==> src/sv/lru_pkg.sv <==
// shared constants and types for the lru page replacement block
package lru_pkg;

    localparam int FRAMES     = 8;
    localparam int PAGE_WIDTH = 16;
    localparam int OCC_W      = $clog2(FRAMES + 1);
    localparam int CFG_W      = 4;
    localparam int CMP_W      = (OCC_W > CFG_W) ? OCC_W : CFG_W;
    localparam int COUNT_W    = 32;

    typedef logic [PAGE_WIDTH-1:0] page_t;

    // broadcast control from the top level to every cell
    typedef struct packed {
        logic fire;
        logic hit;
        logic grow;
    } ctl_t;

endpackage

==> src/sv/lru_cell.sv <==
// one stack cell: holds a page, compares it, and takes its upper neighbor on a shift
module lru_cell (
    input  logic                     clk,
    input  lru_pkg::page_t           page,
    input  lru_pkg::page_t           prev_entry,
    input  logic [lru_pkg::OCC_W-1:0] cell_index,
    input  logic [lru_pkg::OCC_W-1:0] occ,
    input  lru_pkg::ctl_t            ctl,
    input  logic                     found_in,
    output lru_pkg::page_t           entry,
    output logic                     found_out
);
    import lru_pkg::*;

    page_t entry_reg;
    page_t entry_next;
    logic  occupied;
    logic  match;
    logic  shift;

    // compare against the reference, pass the hit flag down the row
    assign occupied  = cell_index < occ;
    assign match     = occupied && (entry_reg == page);
    assign found_out = found_in | match;

    // cells at or above the moved slot take their neighbor's page
    always_comb
    begin
        if (ctl.hit)
        begin
            shift = !found_in;
        end
        else if (ctl.grow)
        begin
            shift = cell_index <= occ;
        end
        else
        begin
            shift = cell_index < occ;
        end
        entry_next = (ctl.fire && shift) ? prev_entry : entry_reg;
    end

    always_ff @(posedge clk)
    begin
        entry_reg <= entry_next;
    end

    assign entry = entry_reg;

endmodule

==> src/sv/lru_page_replacement.sv <==
// top level of the lru page replacement block: cell row, occupancy, fault count, result register
//
//  channel   signals                                           direction
//  in        in_valid, in_ready, page_number                   beat in
//  out       out_valid, out_ready, fault, evicted_valid,       beat out
//            evicted_page, resident_count, fault_total
//  cfg       cfg_write_en, cfg_write_data                      write only
//
//  one reference per clock while in_ready is high; result appears the cycle after acceptance
//  the path is the compare chain down the row of FRAMES cells plus the shift select
//  reset clears occupancy, fault count and out_valid and sets frames_reg to 8
//  in_ready drops only while a result is held and out_ready is low
module lru_page_replacement (
    input  logic                       clk,
    input  logic                       rst_n,
    input  logic                       cfg_write_en,
    input  logic [lru_pkg::CFG_W-1:0]  cfg_write_data,
    input  logic                       in_valid,
    output logic                       in_ready,
    input  logic [15:0]                page_number,
    output logic                       out_valid,
    input  logic                       out_ready,
    output logic                       fault,
    output logic                       evicted_valid,
    output logic [15:0]                evicted_page,
    output logic [3:0]                 resident_count,
    output logic [31:0]                fault_total
);
    import lru_pkg::*;

    logic [CFG_W-1:0]   frames_reg;
    logic [OCC_W-1:0]   occ_reg;
    logic [OCC_W-1:0]   occ_next;
    logic [COUNT_W-1:0] fault_cnt_reg;
    logic [COUNT_W-1:0] fault_cnt_next;
    logic               out_valid_reg;
    logic               fault_reg;
    logic               evicted_valid_reg;
    page_t              evicted_page_reg;
    page_t              evicted_page_next;

    page_t              page;
    page_t              entries [FRAMES];
    logic               found_chain [FRAMES+1];
    logic [CMP_W-1:0]   limit;
    ctl_t               ctl;

    // handshake
    assign in_ready = !out_valid_reg || out_ready;
    assign page     = page_number[PAGE_WIDTH-1:0];

    // usable frame count, clamped to one through FRAMES
    always_comb
    begin
        if (frames_reg == '0)
        begin
            limit = CMP_W'(1);
        end
        else if (CMP_W'(frames_reg) > CMP_W'(FRAMES))
        begin
            limit = CMP_W'(FRAMES);
        end
        else
        begin
            limit = CMP_W'(frames_reg);
        end
    end

    // broadcast control
    assign ctl.fire = in_valid && in_ready;
    assign ctl.hit  = found_chain[FRAMES];
    assign ctl.grow = CMP_W'(occ_reg) < limit;

    // row of cells
    assign found_chain[0] = 1'b0;

    for (genvar i = 0; i < FRAMES; i++)
    begin : g_cell
        lru_cell u_cell (
            .clk        (clk),
            .page       (page),
            .prev_entry ((i == 0) ? page : entries[(i == 0) ? 0 : i - 1]),
            .cell_index (OCC_W'(i)),
            .occ        (occ_reg),
            .ctl        (ctl),
            .found_in   (found_chain[i]),
            .entry      (entries[i]),
            .found_out  (found_chain[i+1])
        );
    end

    // bottom entry leaves on an eviction
    always_comb
    begin
        evicted_page_next = '0;
        for (int i = 0; i < FRAMES; i++)
        begin
            if (OCC_W'(i + 1) == occ_reg)
            begin
                evicted_page_next = evicted_page_next | entries[i];
            end
        end
    end

    // occupancy and fault count
    always_comb
    begin
        occ_next       = occ_reg;
        fault_cnt_next = fault_cnt_reg;
        if (ctl.fire && !ctl.hit)
        begin
            fault_cnt_next = fault_cnt_reg + COUNT_W'(1);
            if (ctl.grow)
            begin
                occ_next = occ_reg + OCC_W'(1);
            end
        end
    end

    // control state
    always_ff @(posedge clk or negedge rst_n)
    begin
        if (!rst_n)
        begin
            frames_reg    <= CFG_W'(8);
            occ_reg       <= '0;
            fault_cnt_reg <= '0;
            out_valid_reg <= 1'b0;
        end
        else
        begin
            if (cfg_write_en)
            begin
                frames_reg <= cfg_write_data;
            end
            occ_reg       <= occ_next;
            fault_cnt_reg <= fault_cnt_next;
            if (ctl.fire)
            begin
                out_valid_reg <= 1'b1;
            end
            else if (out_ready)
            begin
                out_valid_reg <= 1'b0;
            end
        end
    end

    // result payload
    always_ff @(posedge clk)
    begin
        if (ctl.fire)
        begin
            fault_reg         <= !ctl.hit;
            evicted_valid_reg <= !ctl.hit && !ctl.grow;
            evicted_page_reg  <= (!ctl.hit && !ctl.grow) ? evicted_page_next : '0;
        end
    end

    assign out_valid      = out_valid_reg;
    assign fault          = fault_reg;
    assign evicted_valid  = evicted_valid_reg;
    assign evicted_page   = evicted_page_reg;
    assign resident_count = 4'(occ_reg);
    assign fault_total    = fault_cnt_reg;

endmodule

==> config.mk <==
export PLATFORM = sky130hd
export DESIGN_NAME = lru_page_replacement
export DESIGN_NICKNAME = d
export VERILOG_FILES = /design/src/sv/lru_pkg.sv /design/src/sv/lru_cell.sv /design/src/sv/lru_page_replacement.sv
export SDC_FILE = /design/constraint.sdc
export NUM_CORES = 1
export LEC_CHECK = 0
export BUFFER_PORTS_ARGS = -buffer_cell sky130_fd_sc_hd__buf_2
export CELL_PAD_IN_SITES_DETAIL_PLACEMENT = 0
export CELL_PAD_IN_SITES_GLOBAL_PLACEMENT = 2
export CORE_UTILIZATION = 30
export DETAILED_ROUTE_END_ITERATION = 7
export HOLD_SLACK_MARGIN = 0.05
export PLACE_DENSITY = 0.59
export SLEW_MARGIN = 20
export SYNTH_ARGS = -nofsm -noshare
export SYNTH_HDL_FRONTEND = slang
export SYNTH_SLANG_ARGS = --single-unit
==> constraint.sdc <==
create_clock -name clk -period 5 [get_ports clk]
set_clock_uncertainty 0.1 [all_clocks]
set_input_delay 1 -clock clk [delete_from_list [all_inputs] [get_ports clk]]
set_output_delay 1 -clock clk [all_outputs]
set_load 0.02 [all_outputs]
### Word level (Yosys, flattened, before mapping)

Index checks and enable logic that the tools add are counted.

| cells by class | value |
|---|---|
| add/sub/neg operators | 2 |
| magnitude comparators | 18 |
| eq/ne operators | 16 |
| multiplexer cells | 28 |
| bitwise gates (word level) | 14 |
| reduce and logical (&&, ||, !) cells | 33 |

Operators with widths:

| cell | number |
|---|---|
| equality test 16 bit | 8 |
| two-way mux 16 bit | 8 |
| bitwise OR 16 bit | 7 |
| adder 32 x 1 -> 32 bit, second input constant | 1 |
| logical AND 1 bit | 19 |
| two-way mux 1 bit | 18 |
| equality test 3 x 4 -> 1 bit, first input constant | 4 |
| less-or-equal comparator 3 x 4 -> 1 bit, first input constant | 4 |
| less-than comparator 3 x 4 -> 1 bit, first input constant | 4 |
| logical NOT 1 bit | 10 |
| equality test 2 x 4 -> 1 bit, first input constant | 2 |
| less-or-equal comparator 1 x 4 -> 1 bit, first input constant | 2 |
| less-or-equal comparator 2 x 4 -> 1 bit, first input constant | 2 |
| less-than comparator 1 x 4 -> 1 bit, first input constant | 2 |
| less-than comparator 2 x 4 -> 1 bit, first input constant | 2 |
| two-way mux 4 bit | 2 |
| bitwise OR 1 bit | 7 |
| adder 4 x 1 -> 4 bit, second input constant | 1 |
| equality test 1 x 4 -> 1 bit, first input constant | 1 |
| equality test 4 bit, first input constant | 1 |
| greater-than comparator 4 bit, second input constant | 1 |
| logical NOT 4 bit | 1 |
| less-than comparator 4 bit | 1 |
| AND reduction 2 bit | 1 |
| 2 further kinds | 2 |

| storage, ports and cells | value |
|---|---|
| register bits | 187 |
| bits of input ports | 25 |
| output and inout port bits | 56 |
| word-level logic and storage cells | 126 |

### Logic depth before layout (Yosys ltp)

| depth | value |
|---|---|
| depth in word-level cells | 16 |
| mapped depth | 12 |
| mapped depth without buffers | 10 |

### By module

A second synthesis with hierarchy kept.

| unflattened totals | value |
|---|---|
| cell total of the unflattened synthesis | 765 |
| area total of the unflattened synthesis | 9639.2 sq um |

Modules (own cells, without submodules):

| module | times used | cells an instance | area each (sq um) | sequential area each (sq um) |
|---|---|---|---|---|
| lru_cell | 8 | 56 | 775.7 | 480.5 |
| lru_page_replacement | 1 | 317 | 3433.3 | 1567.8 |

### Worst setup path after synthesis

No wires, ideal clock.

| timing path | value |
|---|---|
| path type | input port to flip-flop |
| start point | input page_number[1] |
| end point | register g_cell[5].u_cell.entry_reg[0], enable pin |
| library setup time | 0.414 ns |
| data arrival time | 3.672 ns |
| data required time | 4.486 ns |
| setup slack | 0.814 ns |
| stages on the path | 9 |
| path buffers | 1 |
| cells stage by stage | buf_4 xor2_1 or4_1 nor3_2 a22oi_2 and3_4 nand2_2 inv_2 a21boi_0 |

| between the ends | value |
|---|---|
| cells in the longest elaborated chain, start to end | 11 |
| elaborated cells on any way between the ends | 26 |
| classes of those cells | 8 x eq/ne; 1 x mux; 7 x bitwise; 10 x reduce/logical |

Ends and longest elaborated chain:

| what | RTL line | RTL |
|---|---|---|
| start: declaration | lru_page_replacement.sv:20 | `input logic [15:0] page_number,` |
| equality test 16 bit | lru_cell.sv:23 | `assign match = occupied && (entry_reg == page);` |
| logical AND 1 bit | lru_cell.sv:23 |  |
| bitwise OR 1 bit (7 in a row) | lru_cell.sv:24 | `assign found_out = found_in \| match;` |
| two-way mux 1 bit (*) | lru_cell.sv:29 | `if (ctl.hit)` |
| logical AND 1 bit (*) | lru_cell.sv:41 | `entry_next = (ctl.fire && shift) ? prev_entry : entry_reg;` |
| end signal: assignment | lru_cell.sv:46 | `entry_reg <= entry_next;` |
| end: declaration | lru_cell.sv:15 | `page_t entry_reg;` |

Mark *: on every way between the ends. The rest lies on a longest branch, timed or not.
A chain may end at the register's enable or synchronous reset.

### Worst setup path in the final report

| timing path | value |
|---|---|
| start point | input page_number[0] |
| end point | register g_cell[6].u_cell.entry_reg[0], enable pin |

| between the ends | value |
|---|---|
| cells in the longest elaborated chain, start to end | 11 |
| elaborated cells on any way between the ends | 26 |
| classes of those cells | 8 x eq/ne; 1 x mux; 7 x bitwise; 10 x reduce/logical |

Ends and longest elaborated chain:

| what | RTL line |
|---|---|
| equality test 16 bit | lru_cell.sv:23 |
| logical AND 1 bit | lru_cell.sv:23 |
| bitwise OR 1 bit (7 in a row) | lru_cell.sv:24 |
| two-way mux 1 bit (*) | lru_cell.sv:29 |
| logical AND 1 bit (*) | lru_cell.sv:41 |
| end signal: assignment | lru_cell.sv:46 |
| end: declaration | lru_cell.sv:15 |

Marks and branches as above.

==> results.sh <==
export IMPL_yosys_top_cells_count="146 x edfxtp_1, 84 x xnor2_1, 78 x xor2_1, 40 x dfrtp_1, 38 x nand2_1"
export IMPL_max_freq_mhz=267
export IMPL_largest_reg_flops=128
export IMPL_clockRootBuffer="clkbuf_16"
export IMPL_cts_resized=0
export IMPL_die_x_um=177
export IMPL_endpoint_kind="flip-flop"
export IMPL_holdBufCountCts=0
export IMPL_crit_path_max_incr_delay_ns=0.79
export IMPL_timing_critical_path_slowest_stage_cell="o211a_1"
export IMPL_ys_flop_type="edfxtp_1"
export IMPL_syn_to_final_growth_pct=15.4
export IMPL_r2r_start="resident_count[1]"
export IMPL_p_leak_uw=0.00371
export IMPL_async_flop_share=0.219
export IMPL_hold_start="fault_total[31]"
export IMPL_powerDensity_nw_per_um2=503
export IMPL_grt_use_total=0.190
export IMPL_nets=799
export IMPL_vdd_ir_drop_max_mv=0.199
export IMPL_clk_path_buf_depth=2
export IMPL_overflow=0
export IMPL_crit_cells=8
export IMPL_dieHeight_um=177
export IMPL_synth_largest_area_cell="edfxtp_1"
export IMPL_first_global_vias=6353
export IMPL_pin_count=81
export IMPL_clock_sinks=187
export IMPL_drv_cap=0
export IMPL_synth_edf_count=146
export IMPL_holdPathStages=1
export IMPL_synth_seq_cells=187
export IMPL_drtAntennaViolNets=0
export IMPL_drv_slew=0
export IMPL_post_cts_setup_buffers=0
export IMPL_layout_drive_gt1_share=0.208
export IMPL_dieArea_sq_um=31300
export IMPL_wl_per_cell_um=24.7
export IMPL_cp_required_ns=4.96
export IMPL_total_power_uw=5320
export IMPL_row_count=63
export IMPL_setup_worst_path_class="in -> reg"
export IMPL_r2r_end="g_cell[6].u_cell.entry[0]"
export IMPL_worstMarginPinSlew_ns=1.11
export IMPL_reg2reg_slack_ns=1.29
export IMPL_hold_viol_final=0
export IMPL_clk_pin_slew_ns=0.07
export IMPL_cts_tree="built"
export IMPL_clock_latency_ns=0.44
export IMPL_synth_area_sq_um=9170
export IMPL_routed_wl_mm=28.9
export IMPL_synth_cell_type_count=59
export IMPL_path_cells="buf_2, xor2_1, nand4b_1, or4_1, o32ai_1, nor3_2, a21boi_0, o211a_1"
export IMPL_grt_pass1_wl_mm=42.8
export IMPL_antenna_found_initial=0
export IMPL_arrival_ns=3.71
export IMPL_cts_max_level=4
export IMPL_dr_total_vias=6270
export IMPL_finalSetupTns_ns=0
export IMPL_io_buffers=80
export IMPL_crit_path_start_kind="primary input"
export IMPL_outcome="completed"
export IMPL_hp_class="reg -> reg"
export IMPL_path_buf_inv=1
export IMPL_core_area_sq_um=29900
export IMPL_ys_seq_area_frac=0.590
export IMPL_synth_most_common_cell="edfxtp_1"
export IMPL_numCtsBuffers=17
export IMPL_routabilityCongestion=0.881
export IMPL_hold_end="fault_total[31]"
export IMPL_finalCritPeriodShare=0.749
export IMPL_synth_nets=725
export IMPL_r2r_cells=8
export IMPL_netlist_instances=692
export IMPL_viasPerCell=5.36
export IMPL_grt_max_degree=42
export IMPL_initial_core_util=0.307
export IMPL_placed_area_sq_um=9970
export IMPL_drtIter0Drc=546
export IMPL_antenna_cells=0
export IMPL_min_period_ns=3.75
export IMPL_cpLargestDelayFamily="compound AO/OA/AOI/OAI gates"
export IMPL_synth_area_per_cell_sq_um=13.2
export IMPL_drc=0
export IMPL_grt_setup_unrepaired="false"
export IMPL_synth_area_top_cells="edfxtp_1 48%, dfrtp_1 11%, xnor2_1 8.0%"
export IMPL_synth_warning_count=0
export IMPL_dp_hpwl_mm=19.8
export IMPL_cp_max_fo=16
export IMPL_synth_top_area_share=0.478
export IMPL_final_cell_area_sq_um=10600
export IMPL_max_slew_margin=0.258
export IMPL_drtPass1Iterations=7
export IMPL_setup_viol=0
-- worst max-delay path by stage --
stage,start,endpoint,slack (ns)
final,page_number[0],g_cell[6].u_cell.entry[0],1.25
after global routing,page_number[0],g_cell[6].u_cell.entry[0],1.10
after CTS,resident_count[1],g_cell[6].u_cell.entry[0],1.22
after detailed placement,page_number[0],g_cell[6].u_cell.entry[0],0.83
after global placement,page_number[0],g_cell[7].u_cell.entry[5],0.84
after floorplan,page_number[1],g_cell[5].u_cell.entry[0],0.81
-- kinds of logic (layout without fill, tap and decap cells) --
kind of cell	count (synthesis)	after routing	share of synthesized area
adders and majority gates	8	8	0.0109
AOI/OAI and AO/OA	92	92	0.0845
xor gates and xnor gates	162	162	0.155
buffers and inverters	51	138	0.0319
DFF	187	187	0.590
muxes	5	5	0.00614
and+or+nand+nor	187	187	0.121
-- worst register-to-register path: stages (launching register included) --
cell and delay [ns]:
dfrtp_1 0.69, ha_1 0.38, a21oi_1 0.12, or4_1 0.56, nor3_1 0.24, a22oi_2 0.16, and3_4 0.24, nand2_2 0.09
o211a_1 0.74
-- final cells by class --
cell class	count	area (sq um)
fill	2913	19300
sequential	187	5410
multi-input combinational	454	3520
timing repair buffer	96	520
tap	390	488
clock buffer	20	480
clock inverter	12	120
inverter	10	37.5
-- per-stage QoR --
stage          std cells  hold WS [ns]  utilization  setup WS (ns)
4_1_cts             1169         0.387        0.354           1.22
3_3_place_gp        1137         0.376        0.334          0.842
2_1_floorplan        692         0.370            -          0.814
5_1_grt             1169         0.393        0.354           1.10
6_report            1169         0.388        0.354           1.25
3_5_place_dp        1137         0.377        0.334          0.831
-- per-layer routing --
| layer | up-vias | wire length (um) | track usage |
|---|---|---|---|
| met5 | - | 0 | 0 |
| met4 | 0 | 811 | 0.0700 |
| met3 | 45 | 1600 | 0.0350 |
| met2 | 259 | 13400 | 0.303 |
| met1 | 3185 | 13000 | 0.254 |
| li1 | 2781 | - | - |
-- cell usage in the layout, fill, tap and decap left out, types with 3 or more instances in the layout --
cell and n:
a21oi_1 5, xor2_1 78, nor4_2 7, edfxtp_1 146, nor3_1 21, nor2_1 12, nand3_1 19, buf_2 80
dfrtp_1 40, nor3_2 4, a222oi_1 16, ha_1 8, a221oi_1 17, clkinv_4 3, a22o_1 16, a31oi_1 17
inv_4 3, and3_1 9, buf_4 16, nand4_1 30, nand2_1 38, inv_8 3, inv_1 8, xnor2_1 84
nor4_1 18, mux2_2 4, and2_1 5, clkbuf_16 19, or4_1 4
-- where the power goes --
group | switching, uW | internal, uW
registers | 326 | 2070
clock network | 671 | 723
logic | 1020 | 514
total | 2020 | 3310
Note: power is estimated with default switching activity, not from simulation.
